[src/rtl/sb64_pkg.sv]
// Types, codes and character helpers of the strict base64 decoder.
package sb64_pkg;

   localparam int QUEUE_DEPTH = 4;

   localparam logic [31:0] MAX_OUTPUT_RESET = 32'd536870912;

   localparam logic ACT_CHAR = 1'b0;
   localparam logic ACT_END  = 1'b1;

   localparam logic KIND_DATA   = 1'b0;
   localparam logic KIND_STATUS = 1'b1;

   localparam logic [2:0] STATUS_OK        = 3'd0;
   localparam logic [2:0] STATUS_NON_ASCII = 3'd1;
   localparam logic [2:0] STATUS_BAD_LEN   = 3'd2;
   localparam logic [2:0] STATUS_TOO_LARGE = 3'd3;
   localparam logic [2:0] STATUS_MALFORMED = 3'd4;

   localparam logic [15:0] CHAR_PAD = 16'h003D;

   typedef struct packed {
      logic        action;
      logic [15:0] code_unit;
   } req_type;

   typedef struct packed {
      logic       kind;
      logic [7:0] data_byte;
      logic [2:0] status;
      logic       last;
   } rsp_type;

   // One queued job: up to three bytes (first at top) or one status.
   typedef struct packed {
      logic        is_status;
      logic [1:0]  nbytes;
      logic [23:0] bytes;
      logic [2:0]  status;
   } job_type;

   typedef struct packed {
      logic    valid;
      job_type job;
   } job_push_type;

   function automatic logic is_space(input logic [15:0] u);
      logic r;
      r = (u >= 16'h0009 && u <= 16'h000D) || u == 16'h0020 || u == 16'h0085 ||
          u == 16'h00A0 || u == 16'h1680 || (u >= 16'h2000 && u <= 16'h200A) ||
          u == 16'h2028 || u == 16'h2029 || u == 16'h202F || u == 16'h205F ||
          u == 16'h3000;
      return r;
   endfunction

   // {valid, sextet}; valid is low outside the alphabet.
   function automatic logic [6:0] sextet_of(input logic [15:0] u);
      logic [6:0] r;
      r = 7'd0;
      if (u >= 16'h0041 && u <= 16'h005A)
         r = {1'b1, 6'(u - 16'h0041)};
      else if (u >= 16'h0061 && u <= 16'h007A)
         r = {1'b1, 6'(u - 16'h0061 + 16'd26)};
      else if (u >= 16'h0030 && u <= 16'h0039)
         r = {1'b1, 6'(u - 16'h0030 + 16'd52)};
      else if (u == 16'h002B)
         r = {1'b1, 6'd62};
      else if (u == 16'h002F)
         r = {1'b1, 6'd63};
      return r;
   endfunction

endpackage

[src/rtl/sb64_front.sv]
// Front end: accepts characters, tracks quartet state and pushes jobs.
module sb64_front (
   input  logic                  clock,
   input  logic                  reset,
   input  logic                  csr_wr_en,
   input  logic [31:0]           csr_wr_data,
   input  logic                  accept,
   input  sb64_pkg::req_type     req,
   output sb64_pkg::job_push_type push
);

   logic [31:0] max_ff;
   logic [17:0] held_ff, held_in;
   logic [1:0]  pos_ff, pos_in;
   logic [1:0]  pad_ff, pad_in;
   logic        pdone_ff, pdone_in;
   logic        nasc_ff, nasc_in;
   logic        mal_ff, mal_in;
   logic [32:0] count_ff, count_in;

   always_ff @(posedge clock) begin
      if (reset) begin
         max_ff <= sb64_pkg::MAX_OUTPUT_RESET;
      end else if (csr_wr_en) begin
         max_ff <= csr_wr_data;
      end
   end

   always_comb begin
      logic [15:0] u;
      logic [6:0]  sx;
      logic [5:0]  s, a, b, c;
      logic        is_pad, pad3;
      logic [33:0] sum, diff;
      logic [1:0]  pad_len;
      logic [2:0]  st;

      u      = req.code_unit;
      sx     = sb64_pkg::sextet_of(u);
      s      = sx[5:0];
      is_pad = (u == sb64_pkg::CHAR_PAD);
      a      = held_ff[17:12];
      b      = held_ff[11:6];
      c      = held_ff[5:0];
      pad3   = pad_ff[0];
      sum    = {1'b0, count_ff} + 34'd3;
      pad_len = pad_ff[1] ? (pad_ff[0] ? 2'd2 : 2'd1) : 2'd0;
      diff   = {1'b0, count_ff} - {32'd0, pad_len};

      held_in  = held_ff;
      pos_in   = pos_ff;
      pad_in   = pad_ff;
      pdone_in = pdone_ff;
      nasc_in  = nasc_ff;
      mal_in   = mal_ff;
      count_in = count_ff;
      push     = '0;

      if (req.action == sb64_pkg::ACT_END) begin
         if (nasc_ff)
            st = sb64_pkg::STATUS_NON_ASCII;
         else if (pos_ff != 2'd0)
            st = sb64_pkg::STATUS_BAD_LEN;
         else if (diff > {2'b00, max_ff})
            st = sb64_pkg::STATUS_TOO_LARGE;
         else if (mal_ff)
            st = sb64_pkg::STATUS_MALFORMED;
         else
            st = sb64_pkg::STATUS_OK;
         push.valid         = 1'b1;
         push.job.is_status = 1'b1;
         push.job.status    = st;
         // Start the next text from scratch.
         held_in  = '0;
         pos_in   = '0;
         pad_in   = '0;
         pdone_in = 1'b0;
         nasc_in  = 1'b0;
         mal_in   = 1'b0;
         count_in = '0;
      end else begin
         st = sb64_pkg::STATUS_OK;
         if (sb64_pkg::is_space(u)) begin
            // Skip whitespace.
         end else if (u[15:7] != 9'd0) begin
            nasc_in = 1'b1;
         end else begin
            if (pos_ff == 2'd0 && pdone_ff)
               mal_in = 1'b1;
            if (!sx[6] && !(is_pad && pos_ff[1]))
               mal_in = 1'b1;
            unique case (pos_ff)
               2'd0: begin
                  pad_in  = 2'd0;
                  held_in = {s, 12'd0};
                  pos_in  = 2'd1;
               end
               2'd1: begin
                  held_in = {held_ff[17:12], s, 6'd0};
                  pos_in  = 2'd2;
               end
               2'd2: begin
                  if (is_pad) begin
                     pad_in[0] = 1'b1;
                     if (held_ff[9:6] != 4'd0)
                        mal_in = 1'b1;
                  end
                  held_in = {held_ff[17:6], s};
                  pos_in  = 2'd3;
               end
               default: begin
                  if (is_pad) begin
                     pad_in[1] = 1'b1;
                     if (!pad3 && c[1:0] != 2'd0)
                        mal_in = 1'b1;
                  end else if (pad3) begin
                     mal_in = 1'b1;
                  end
                  pos_in = 2'd0;
                  if (pad_in != 2'd0)
                     pdone_in = 1'b1;
                  count_in = sum[33] ? {33{1'b1}} : sum[32:0];
                  if (!mal_in && !nasc_ff) begin
                     push.valid      = 1'b1;
                     push.job.bytes  = {a, b, c, s};
                     // Padding in place three only occurs with padding in four here.
                     push.job.nbytes = pad3 ? 2'd1 : (is_pad ? 2'd2 : 2'd3);
                  end
               end
            endcase
         end
      end

      if (!accept) begin
         push     = '0;
         held_in  = held_ff;
         pos_in   = pos_ff;
         pad_in   = pad_ff;
         pdone_in = pdone_ff;
         nasc_in  = nasc_ff;
         mal_in   = mal_ff;
         count_in = count_ff;
      end
   end

   always_ff @(posedge clock) begin
      if (reset) begin
         held_ff  <= '0;
         pos_ff   <= '0;
         pad_ff   <= '0;
         pdone_ff <= 1'b0;
         nasc_ff  <= 1'b0;
         mal_ff   <= 1'b0;
         count_ff <= '0;
      end else begin
         held_ff  <= held_in;
         pos_ff   <= pos_in;
         pad_ff   <= pad_in;
         pdone_ff <= pdone_in;
         nasc_ff  <= nasc_in;
         mal_ff   <= mal_in;
         count_ff <= count_in;
      end
   end

endmodule

[src/rtl/sb64_queue.sv]
// Job queue between the front end and the byte serializer.
module sb64_queue #(
   parameter int DEPTH = sb64_pkg::QUEUE_DEPTH
) (
   input  logic                   clock,
   input  logic                   reset,
   input  sb64_pkg::job_push_type push,
   input  logic                   pop,
   output sb64_pkg::job_type      head,
   output logic                   not_empty,
   output logic                   full
);

   localparam int PW = (DEPTH > 1) ? $clog2(DEPTH) : 1;
   localparam int CW = $clog2(DEPTH + 1);

   sb64_pkg::job_type entries_ff [DEPTH];
   logic [PW-1:0] wr_ptr_ff, wr_ptr_in;
   logic [PW-1:0] rd_ptr_ff, rd_ptr_in;
   logic [CW-1:0] count_ff, count_in;
   logic          do_push, do_pop;

   assign not_empty = (count_ff != '0);
   assign full      = (count_ff == CW'(DEPTH));
   assign head      = entries_ff[rd_ptr_ff];
   assign do_push   = push.valid && !full;
   assign do_pop    = pop && not_empty;

   always_comb begin
      wr_ptr_in = wr_ptr_ff;
      rd_ptr_in = rd_ptr_ff;
      count_in  = count_ff;
      if (do_push)
         wr_ptr_in = (wr_ptr_ff == PW'(DEPTH - 1)) ? '0 : wr_ptr_ff + 1'b1;
      if (do_pop)
         rd_ptr_in = (rd_ptr_ff == PW'(DEPTH - 1)) ? '0 : rd_ptr_ff + 1'b1;
      if (do_push && !do_pop)
         count_in = count_ff + 1'b1;
      else if (!do_push && do_pop)
         count_in = count_ff - 1'b1;
   end

   always_ff @(posedge clock) begin
      if (do_push) begin
         entries_ff[wr_ptr_ff] <= push.job;
      end
   end

   always_ff @(posedge clock) begin
      if (reset) begin
         wr_ptr_ff <= '0;
         rd_ptr_ff <= '0;
         count_ff  <= '0;
      end else begin
         wr_ptr_ff <= wr_ptr_in;
         rd_ptr_ff <= rd_ptr_in;
         count_ff  <= count_in;
      end
   end

endmodule

[src/rtl/sb64_back.sv]
// Back end: turns queued jobs into one registered result per cycle while ready.
module sb64_back (
   input  logic              clock,
   input  logic              reset,
   input  sb64_pkg::job_type head,
   input  logic              not_empty,
   output logic              pop,
   output logic              rsp_valid,
   input  logic              rsp_ready,
   output sb64_pkg::rsp_type rsp_payload
);

   logic              valid_ff, valid_in;
   sb64_pkg::rsp_type rsp_ff, rsp_in;
   logic [1:0]        idx_ff, idx_in;
   logic              load;

   assign load        = !valid_ff || rsp_ready;
   assign rsp_valid   = valid_ff;
   assign rsp_payload = rsp_ff;

   always_comb begin
      valid_in = valid_ff;
      rsp_in   = rsp_ff;
      idx_in   = idx_ff;
      pop      = 1'b0;
      if (load) begin
         valid_in = not_empty;
         if (not_empty) begin
            if (head.is_status) begin
               rsp_in.kind      = sb64_pkg::KIND_STATUS;
               rsp_in.data_byte = 8'd0;
               rsp_in.status    = head.status;
               rsp_in.last      = 1'b1;
               pop              = 1'b1;
            end else begin
               rsp_in.kind   = sb64_pkg::KIND_DATA;
               rsp_in.status = sb64_pkg::STATUS_OK;
               rsp_in.last   = 1'b0;
               case (idx_ff)
                  2'd0:    rsp_in.data_byte = head.bytes[23:16];
                  2'd1:    rsp_in.data_byte = head.bytes[15:8];
                  default: rsp_in.data_byte = head.bytes[7:0];
               endcase
               // Advance through the job's bytes, drop it after the last one.
               if (idx_ff == head.nbytes - 2'd1) begin
                  idx_in = 2'd0;
                  pop    = 1'b1;
               end else begin
                  idx_in = idx_ff + 2'd1;
               end
            end
         end
      end
   end

   always_ff @(posedge clock) begin
      if (reset) begin
         valid_ff <= 1'b0;
         idx_ff   <= 2'd0;
      end else begin
         valid_ff <= valid_in;
         idx_ff   <= idx_in;
      end
   end

   always_ff @(posedge clock) begin
      rsp_ff <= rsp_in;
   end

endmodule

[src/rtl/strict_base64_decoder_unit.sv]
// Strict base64 decoder: one UTF-16 code unit per request, end-of-text request
// closes the text with a status result. A request is taken every cycle while
// the job queue between the front end and the serializer has room; each
// completed quartet free of errors queues one job of one to three bytes, and
// the serializer sends one result per cycle from its output register while
// the result side is ready, so a full-speed text of quartets (three bytes per
// four requests) streams without stalls. The first result of a quartet or the
// status passes the job queue and then the output register. QUEUE_DEPTH sets
// how many jobs can wait while the result side stalls. Bytes stream before a
// late error; discard them when the final status is not ok.
module strict_base64_decoder_unit #(
   parameter int QUEUE_DEPTH = sb64_pkg::QUEUE_DEPTH
) (
   input  logic              clock,
   input  logic              reset,
   input  logic              req_valid,
   output logic              req_ready,
   input  sb64_pkg::req_type req_payload,
   output logic              rsp_valid,
   input  logic              rsp_ready,
   output sb64_pkg::rsp_type rsp_payload,
   input  logic              csr_wr_en,
   input  logic [31:0]       csr_wr_data
);

   sb64_pkg::job_push_type push;
   sb64_pkg::job_type      head;
   logic                   not_empty;
   logic                   full;
   logic                   pop;
   logic                   accept;

   assign req_ready = !full;
   assign accept    = req_valid && req_ready;

   sb64_front u_front (
      .clock       (clock),
      .reset       (reset),
      .csr_wr_en   (csr_wr_en),
      .csr_wr_data (csr_wr_data),
      .accept      (accept),
      .req         (req_payload),
      .push        (push)
   );

   sb64_queue #(
      .DEPTH (QUEUE_DEPTH)
   ) u_queue (
      .clock     (clock),
      .reset     (reset),
      .push      (push),
      .pop       (pop),
      .head      (head),
      .not_empty (not_empty),
      .full      (full)
   );

   sb64_back u_back (
      .clock       (clock),
      .reset       (reset),
      .head        (head),
      .not_empty   (not_empty),
      .pop         (pop),
      .rsp_valid   (rsp_valid),
      .rsp_ready   (rsp_ready),
      .rsp_payload (rsp_payload)
   );

endmodule

[config.mk]
export PLATFORM = sky130hd
export DESIGN_NAME = strict_base64_decoder_unit
export DESIGN_NICKNAME = d
export VERILOG_FILES = /design/src/rtl/sb64_pkg.sv /design/src/rtl/sb64_front.sv /design/src/rtl/sb64_queue.sv /design/src/rtl/sb64_back.sv /design/src/rtl/strict_base64_decoder_unit.sv
export SDC_FILE = /design/constraint.sdc
export NUM_CORES = 1
export LEC_CHECK = 0
export BUFFER_PORTS_ARGS = -buffer_cell sky130_fd_sc_hd__buf_2
export CORE_AREA = 2 2 164 126
export CTS_BUF_LIST = sky130_fd_sc_hd__clkbuf_4
export CTS_CLUSTER_DIAMETER = 30
export DETAILED_ROUTE_END_ITERATION = 7
export DIE_AREA = 0 0 166 128
export PLACE_DENSITY = 0.82
export SLEW_MARGIN = 25
export SYNTH_ARGS = -nofsm -noshare
export SYNTH_HDL_FRONTEND = slang
export SYNTH_HIERARCHICAL = 1
export SYNTH_SLANG_ARGS = --single-unit
[constraint.sdc]
create_clock -name clock -period 6.05 [get_ports clock]
set_clock_uncertainty 0.15 [all_clocks]
set_input_delay 1.21 -clock clock [delete_from_list [all_inputs] [get_ports clock]]
set_output_delay 1.21 -clock clock [all_outputs]
set_load 0.1 [all_outputs]
==> impl_metrics.env, run 1 <==
export IMPL_ant_nets=0
export IMPL_min_period_over_period_pct=86.46
export IMPL_cts_resized=0
export IMPL_fin_cells=1517
export IMPL_setup_violations=0
export IMPL_synth_ff_type="edfxtp_1"
export IMPL_ioPinCount=69
export IMPL_fp_dieH_um=128
export IMPL_async_reset_ff_share_pct=0
export IMPL_r2r_cells=13
export IMPL_hold_path_startpoint="u_front/held_ff[3]"
export IMPL_synth_top_family_by_area="simple AND/OR/NAND/NOR gates"
export IMPL_initial_core_util_pct=62.84
export IMPL_p_per_area_nw_per_um2=329.1
export IMPL_drt_iter0_markers=935
export IMPL_grt_util_all_layers_pct=28.33
export IMPL_ys_ff_latch=234
export IMPL_synth_xor_area_share_pct=2.539
export IMPL_vias=9593
export IMPL_n_fill_cell=1430
export IMPL_synthesis_area_sq_um=12420
export IMPL_rows=45
export IMPL_slew_violations=0
export IMPL_synth_compound_area_share_pct=12.86
export IMPL_max_stage_delay_ns=0.65
export IMPL_synthSimpleGateAreaFrac_pct=16.58
export IMPL_endpoint_kind="flop"
export IMPL_dp_cells=1411
export IMPL_min_path_type="flop to flop"
export IMPL_path_class="flop to flop"
export IMPL_wl_per_cell_um=19.80
export IMPL_tns_ns=0
export IMPL_grt_first_pass_wirelength_mm=48.09
export IMPL_peakVddDrop_uv=387.5
export IMPL_totalWireLength_mm=30.03
export IMPL_syn_num_nets=1252
export IMPL_status="finished clean"
export IMPL_crit_path_cell_trace="nand2_1 -> ha_1 -> a21o_1 -> or3_1 -> o41ai_1 -> nand2_1 -> ha_1 -> nand4_1 -> nor3_1 -> o31ai_1 -> o211ai_1 -> a31oi_1 -> a311oi_1"
export IMPL_hold_end="u_front/held_ff[3]"
export IMPL_muxShareOfSynthArea_pct=8.513
export IMPL_grt_pass1_vias=9271
export IMPL_hold_buffers=0
export IMPL_cp_required_ns=6.33
export IMPL_synth_cell_type_count=97
export IMPL_clkLatencyLatePin_ns=0.71
export IMPL_numCtsBuffers=57
export IMPL_drt_pass1_iter_count=5
export IMPL_ff2ff_setup_slack_ns=0.82
export IMPL_place_area_sq_um=12860
export IMPL_grt_setup_unrepaired="false"
export IMPL_clock_path_buffers=3
export IMPL_reg2reg_from="u_front/pad_ff[0]"
export IMPL_crit_fanout=9
export IMPL_final_core_util_pct=69.10
export IMPL_total_power_mw=4.495
export IMPL_overflow=0
export IMPL_post_dp_hpwl_mm=21.14
export IMPL_r2r_end="u_queue/entries_ff[2][1]"
export IMPL_cts_sinks=234
export IMPL_fin_area_sq_um=13660
export IMPL_cts_htree_levels=2
export IMPL_yosys_warnings=6
export IMPL_core_sq_um=19760
export IMPL_critPathLaunchType="flop"
export IMPL_nets=1324
export IMPL_drv_cap=0
export IMPL_p_leak_nw=5.357
export IMPL_postCtsSetupRepairBufs=0
export IMPL_dieWidth_um=166
export IMPL_fin_crit_ns=5.231
export IMPL_tritoncts="done"
export IMPL_cts_root_buf="clkbuf_4"
export IMPL_crit_arrival_ns=5.51
export IMPL_die_area_sq_um=21250
export IMPL_drcViolationCount=0
export IMPL_worst_slew_pin_transition_ns=0.9958
export IMPL_timing_slew_headroom_pct=33.61
export IMPL_synth_cells=1140
export IMPL_drive_above_1_share_pct=19.55
export IMPL_synth_avg_cell_area_sq_um=10.89
export IMPL_slowest_stage="o41ai_1"
export IMPL_whs_path_depth=1
export IMPL_synth_edf_count=132
export IMPL_path_clk_slew_ns=0.07
export IMPL_area_growth_pct=9.963
export IMPL_portBuffers=68
export IMPL_place_gp_congestion=0.9547
export IMPL_hold_violations=0
export IMPL_routed_via_density=6.324
export IMPL_fmax_mhz=191.2
export IMPL_grt_max_degree=56
export IMPL_antenna_found_initial=1
export IMPL_seq_area_frac_synth_pct=48.36
export IMPL_synth_adder_area_share_pct=5.964
## state kept, by name, summed over array words and instances (netlist names), 2 cells and up, named ones only
signal	cells
u_queue/count_ff	3
u_back/rsp_payload	12
u_front/pos_ff	2
u_queue/wr_ptr_ff	2
u_front/pad_ff	2
u_front/count_ff	33
u_back/idx_ff	2
u_front/max_ff	32
u_queue/entries_ff	120
u_front/held_ff	18
u_queue/rd_ptr_ff	2
## cell usage after synthesis (all sizes together) (8+ instances only)
| cell | instances | share of area (%) |
|---|---|---|
| and2 | 16 | 0.81 |
| o211ai | 12 | 0.77 |
| edfxtp | 132 | 32 |
| ha | 56 | 5.6 |
| a311oi | 9 | 0.69 |
| mux4 | 30 | 5.4 |
| mux2i | 37 | 3.0 |
| o22ai | 13 | 0.65 |
| and3 | 20 | 1.0 |
| nand3 | 30 | 1.2 |
| clkbuf | 35 | 1.1 |
| a22oi | 10 | 0.60 |
| and4 | 8 | 0.56 |
| or3 | 10 | 0.50 |
| nand2 | 62 | 1.9 |
| nor3 | 28 | 1.3 |
| a21oi | 48 | 2.0 |
| buf | 33 | 1.5 |
| nor2 | 109 | 3.3 |
| nor4 | 19 | 1.4 |
| o21a | 9 | 0.55 |
| xnor2 | 20 | 1.4 |
| a31oi | 9 | 0.45 |
| dfxtp | 102 | 16 |
| nand2b | 9 | 0.51 |
| o21ai | 33 | 1.4 |
| nand4 | 25 | 1.3 |
| a211oi | 15 | 0.91 |
| xor2 | 16 | 1.1 |
| inv | 78 | 2.4 |
## critical path, delay by kind of cell, from the launching register on
family,cells,cell delay [ns]
adders and majority gates,2,0.74
AOI/OAI and AO/OA,6,2.18
and+or+nand+nor,5,1.45
DFF,1,0.50
## through the flow
stage	worst slack, ns	hold slack (ns)
global route	0.6453	0.3412
finish	0.8191	0.3091
detailed placement	0.3032	0.2966
floorplan	0.7801	0.2742
CTS	0.9782	0.3127
global placement	0.3816	0.2893
## how the worst max path moves through the flow
stage	start	to	slack, ns	cells after the start
2_1_floorplan	req_payload[2]	u_queue/count_ff[2]	0.78	17
3_3_place_gp	req_payload[2]	u_queue/count_ff[2]	0.38	17
3_5_place_dp	req_payload[2]	u_queue/count_ff[2]	0.30	17
4_1_cts	req_payload[2]	u_queue/count_ff[2]	0.98	17
5_1_grt	req_payload[2]	u_queue/count_ff[2]	0.65	17
6_report	u_front/pad_ff[0]	u_queue/entries_ff[2][1]	0.82	13
## cell type report
type / instances / area [sq um] / area share, %
Sequential cell: 234 / 6007 / 43.99
Multi-Input combinational cell: 757 / 5776 / 42.29
Clock buffer: 87 / 653.1 / 4.782
Timing Repair Buffer: 81 / 437.9 / 3.207
Inverter: 81 / 322.8 / 2.364
Tap cell: 258 / 322.8 / 2.364
Clock inverter: 18 / 135.1 / 0.9895
Antenna cell: 1 / 2.502 / 0.01832
## cells in the final DEF, fill, tap and decap left out, types with 24 or more instances in the layout
master / n
dfxtp_1: 101
mux4_2: 30
edfxtp_1: 132
nand3_1: 30
inv_1: 78
ha_1: 56
mux2i_1: 37
clkbuf_4: 87
a21oi_1: 47
buf_2: 68
nand2_1: 62
nor3_1: 26
nand4_1: 24
nor2_1: 107
o21ai_0: 29
## cell families after synthesis
logic type      count (synthesis)
xor+xnor                       36
compound gates                222
mux                            68
buf+inv                       149
flops                         234
fa+ha+maj                      58
simple gates                  373
## metal layers
metal | vias to the layer above | wire length, um | global-route usage (%)
met3 | 57 | 3034 | 7.317
met1 | 4612 | 13570 | 41.74
li1 | 4453 | - | -
met5 | - | 0 | 0
met2 | 471 | 12860 | 41.57
met4 | 0 | 570 | 8.286
## where the power goes
group / internal, mW / switching [mW] / total (mW) / leakage (nW)
logic: 0.371 / 0.877 / 1.25 / 2.70
registers: 1.83 / 0.0568 / 1.88 / 2.19
clock network: 0.746 / 0.618 / 1.36 / 0.465
total: 2.94 / 1.55 / 4.49 / 5.36
(Power assumes the default switching activity.)
==> run 2: changes to the inputs <==
--- a/config.mk
+++ b/config.mk
@@ -11,7 +11,8 @@
 export CTS_CLUSTER_DIAMETER = 30
 export DETAILED_ROUTE_END_ITERATION = 7
 export DIE_AREA = 0 0 166 128
-export PLACE_DENSITY = 0.82
+export PLACE_DENSITY = 0.85
+export SKIP_CTS_REPAIR_TIMING = 1
 export SLEW_MARGIN = 25
 export SYNTH_ARGS = -nofsm -noshare
 export SYNTH_HDL_FRONTEND = slang
==> run 2 against run 1 <==
Net effect:
- hold slack improved by 0.0029 ns
- largest cell class unchanged
- worst setup slack improved by 0.17 ns
- sequential power about the same
- routed wire length is 2.5% lower
- via count up 0.26%
- clock power shrank 3%
- design area down 0.33%
- first-iteration DRC count increased by 26%
==> impl_metrics.env, run 2 (synthesis gave the netlist of run 1 again) <==
export IMPL_fin_crit_ns=5.057
export IMPL_ff2ff_setup_slack_ns=1.36
export IMPL_status="finished clean"
export IMPL_fmax_mhz=197.8
export IMPL_routed_via_density=6.344
export IMPL_drv_cap=0
export IMPL_whs_path_depth=1
export IMPL_clock_path_buffers=3
export IMPL_path_depth=17
export IMPL_hold_path_startpoint="u_front/held_ff[3]"
export IMPL_grt_util_all_layers_pct=27.70
export IMPL_nets=1323
export IMPL_timing_slew_headroom_pct=27.73
export IMPL_slew_violations=0
export IMPL_min_period_over_period_pct=83.58
export IMPL_dieWidth_um=166
export IMPL_place_gp_congestion=0.9334
export IMPL_overflow=0
export IMPL_cp_required_ns=6.49
export IMPL_path_class="input pin to flop"
export IMPL_cp_num_buf_inv=5
export IMPL_endpoint_kind="flop"
export IMPL_tns_ns=0
export IMPL_grt_pass1_vias=9178
export IMPL_fp_dieH_um=128
export IMPL_post_dp_hpwl_mm=20.35
export IMPL_reg2reg_from="u_front/pad_ff[0]"
export IMPL_grt_max_degree=34
export IMPL_setup_violations=0
export IMPL_peakVddDrop_uv=428.6
export IMPL_cts_root_buf="clkbuf_4"
export IMPL_dp_cells=1411
export IMPL_antenna_found_initial=1
export IMPL_vias=9618
export IMPL_drive_above_1_share_pct=19.09
export IMPL_largest_reg_flops=120
export IMPL_drt_pass1_iter_count=6
export IMPL_reg_top3="u_queue/entries_ff (120), u_front/count_ff (33), u_front/max_ff (32)"
export IMPL_crit_arrival_ns=5.50
export IMPL_area_growth_pct=9.601
export IMPL_critPathTopFamily="compound AO/OA/AOI/OAI gates"
export IMPL_ant_nets=0
export IMPL_crit_fanout=11
export IMPL_grt_setup_unrepaired="false"
export IMPL_wl_per_cell_um=19.31
export IMPL_drt_iter0_markers=1175
export IMPL_hold_end="u_front/held_ff[3]"
export IMPL_p_leak_nw=5.331
export IMPL_crit_path_cell_trace="buf_2 -> inv_1 -> ha_1 -> a21oi_1 -> a311oi_1 -> a2111oi_1 -> nor2_1 -> o41ai_1 -> buf_4 -> bufinv_8 -> nor2_2 -> ha_1 -> inv_1 -> fa_1 -> xor2_1 -> or3_1 -> a21oi_1"
export IMPL_final_common_cell="edfxtp_1"
export IMPL_min_path_type="flop to flop"
export IMPL_numCtsBuffers=56
export IMPL_worst_slew_pin_transition_ns=1.078
export IMPL_final_cell_mix="edfxtp_1 (132), nor2_1 (107), dfxtp_1 (101)"
export IMPL_slowest_stage="a2111oi_1"
export IMPL_hold_slack_ns=0.3120
export IMPL_cts_sinks=234
export IMPL_grt_first_pass_wirelength_mm=47.38
export IMPL_max_stage_delay_ns=0.70
export IMPL_totalWireLength_mm=29.28
export IMPL_n_fill_cell=1407
export IMPL_p_per_area_nw_per_um2=326.9
export IMPL_die_area_sq_um=21250
export IMPL_ioPinCount=69
export IMPL_critPathLaunchType="input pin"
export IMPL_hold_violations=0
export IMPL_r2r_end="u_queue/entries_ff[3][1]"
export IMPL_core_sq_um=19760
export IMPL_fin_cells=1516
export IMPL_portBuffers=68
export IMPL_tritoncts="done"
export IMPL_drcViolationCount=0
export IMPL_cts_htree_levels=2
export IMPL_rows=45
export IMPL_r2r_cells=14
export IMPL_largest_register="u_queue/entries_ff"
export IMPL_path_clk_slew_ns=0.07
export IMPL_initial_core_util_pct=62.84
export IMPL_clkLatencyLatePin_ns=0.71
run 2: cell types whose count changed in the layout (fill, tap and decap cells not counted), sizes merged:
cell,before,now
inv,79,81
clkinv,17,18
bufinv,3,2
clkbuf,87,84
run 2: power breakdown:
group,switching (mW),internal [mW],total [mW]
combinational,0.879,0.371,1.25
clock,0.634,0.686,1.32
sequential,0.0535,1.83,1.88
run 2: final cells by class:
| cell class | count | area (sq um) | area share [%] |
|---|---|---|---|
| flip-flops and latches | 234 | 6007 | 44.13 |
| multi-input cells | 757 | 5769 | 42.38 |
| clock buffers | 84 | 630.6 | 4.633 |
| repair buffers | 81 | 437.9 | 3.217 |
| inverters | 81 | 322.8 | 2.372 |
| well taps | 258 | 322.8 | 2.372 |
| clock inverters | 20 | 118.9 | 0.8732 |
| diodes | 1 | 2.502 | 0.01838 |
run 2: how the worst max path moves through the flow:
stage                    from                   to
2_1_floorplan  req_payload[2]  u_queue/count_ff[2]
3_3_place_gp   req_payload[2]  u_queue/count_ff[2]
3_5_place_dp   req_payload[2]  u_queue/count_ff[2]
4_1_cts        req_payload[2]  u_queue/count_ff[2]
5_1_grt        req_payload[2]  u_queue/count_ff[2]
6_report       req_payload[2]  u_queue/count_ff[2]
run 2: metal layers:
layer	up-vias	global-route usage (%)	part of all wire (%)
met1	4557	40.31	43
li1	4458	-	-
met4	0	8.133	1.3
met3	47	5.403	11
met5	-	0	0
met2	556	42.67	45
run 2: stage by stage:
| stage | power (mW) | utilization [%] | setup WS, ns | cell area (sq um) |
|---|---|---|---|---|
| after global placement | 3.124 | 65.07 | 0.4831 | 12860 |
| final | 4.450 | 68.88 | 0.9934 | 13610 |
| after CTS | 4.469 | 68.86 | 1.082 | 13610 |
| after detailed placement | 3.156 | 65.07 | 0.4212 | 12860 |
| after global routing | 4.655 | 68.88 | 0.7284 | 13610 |
| after floorplan | 2.891 | - | 0.7801 | 12420 |
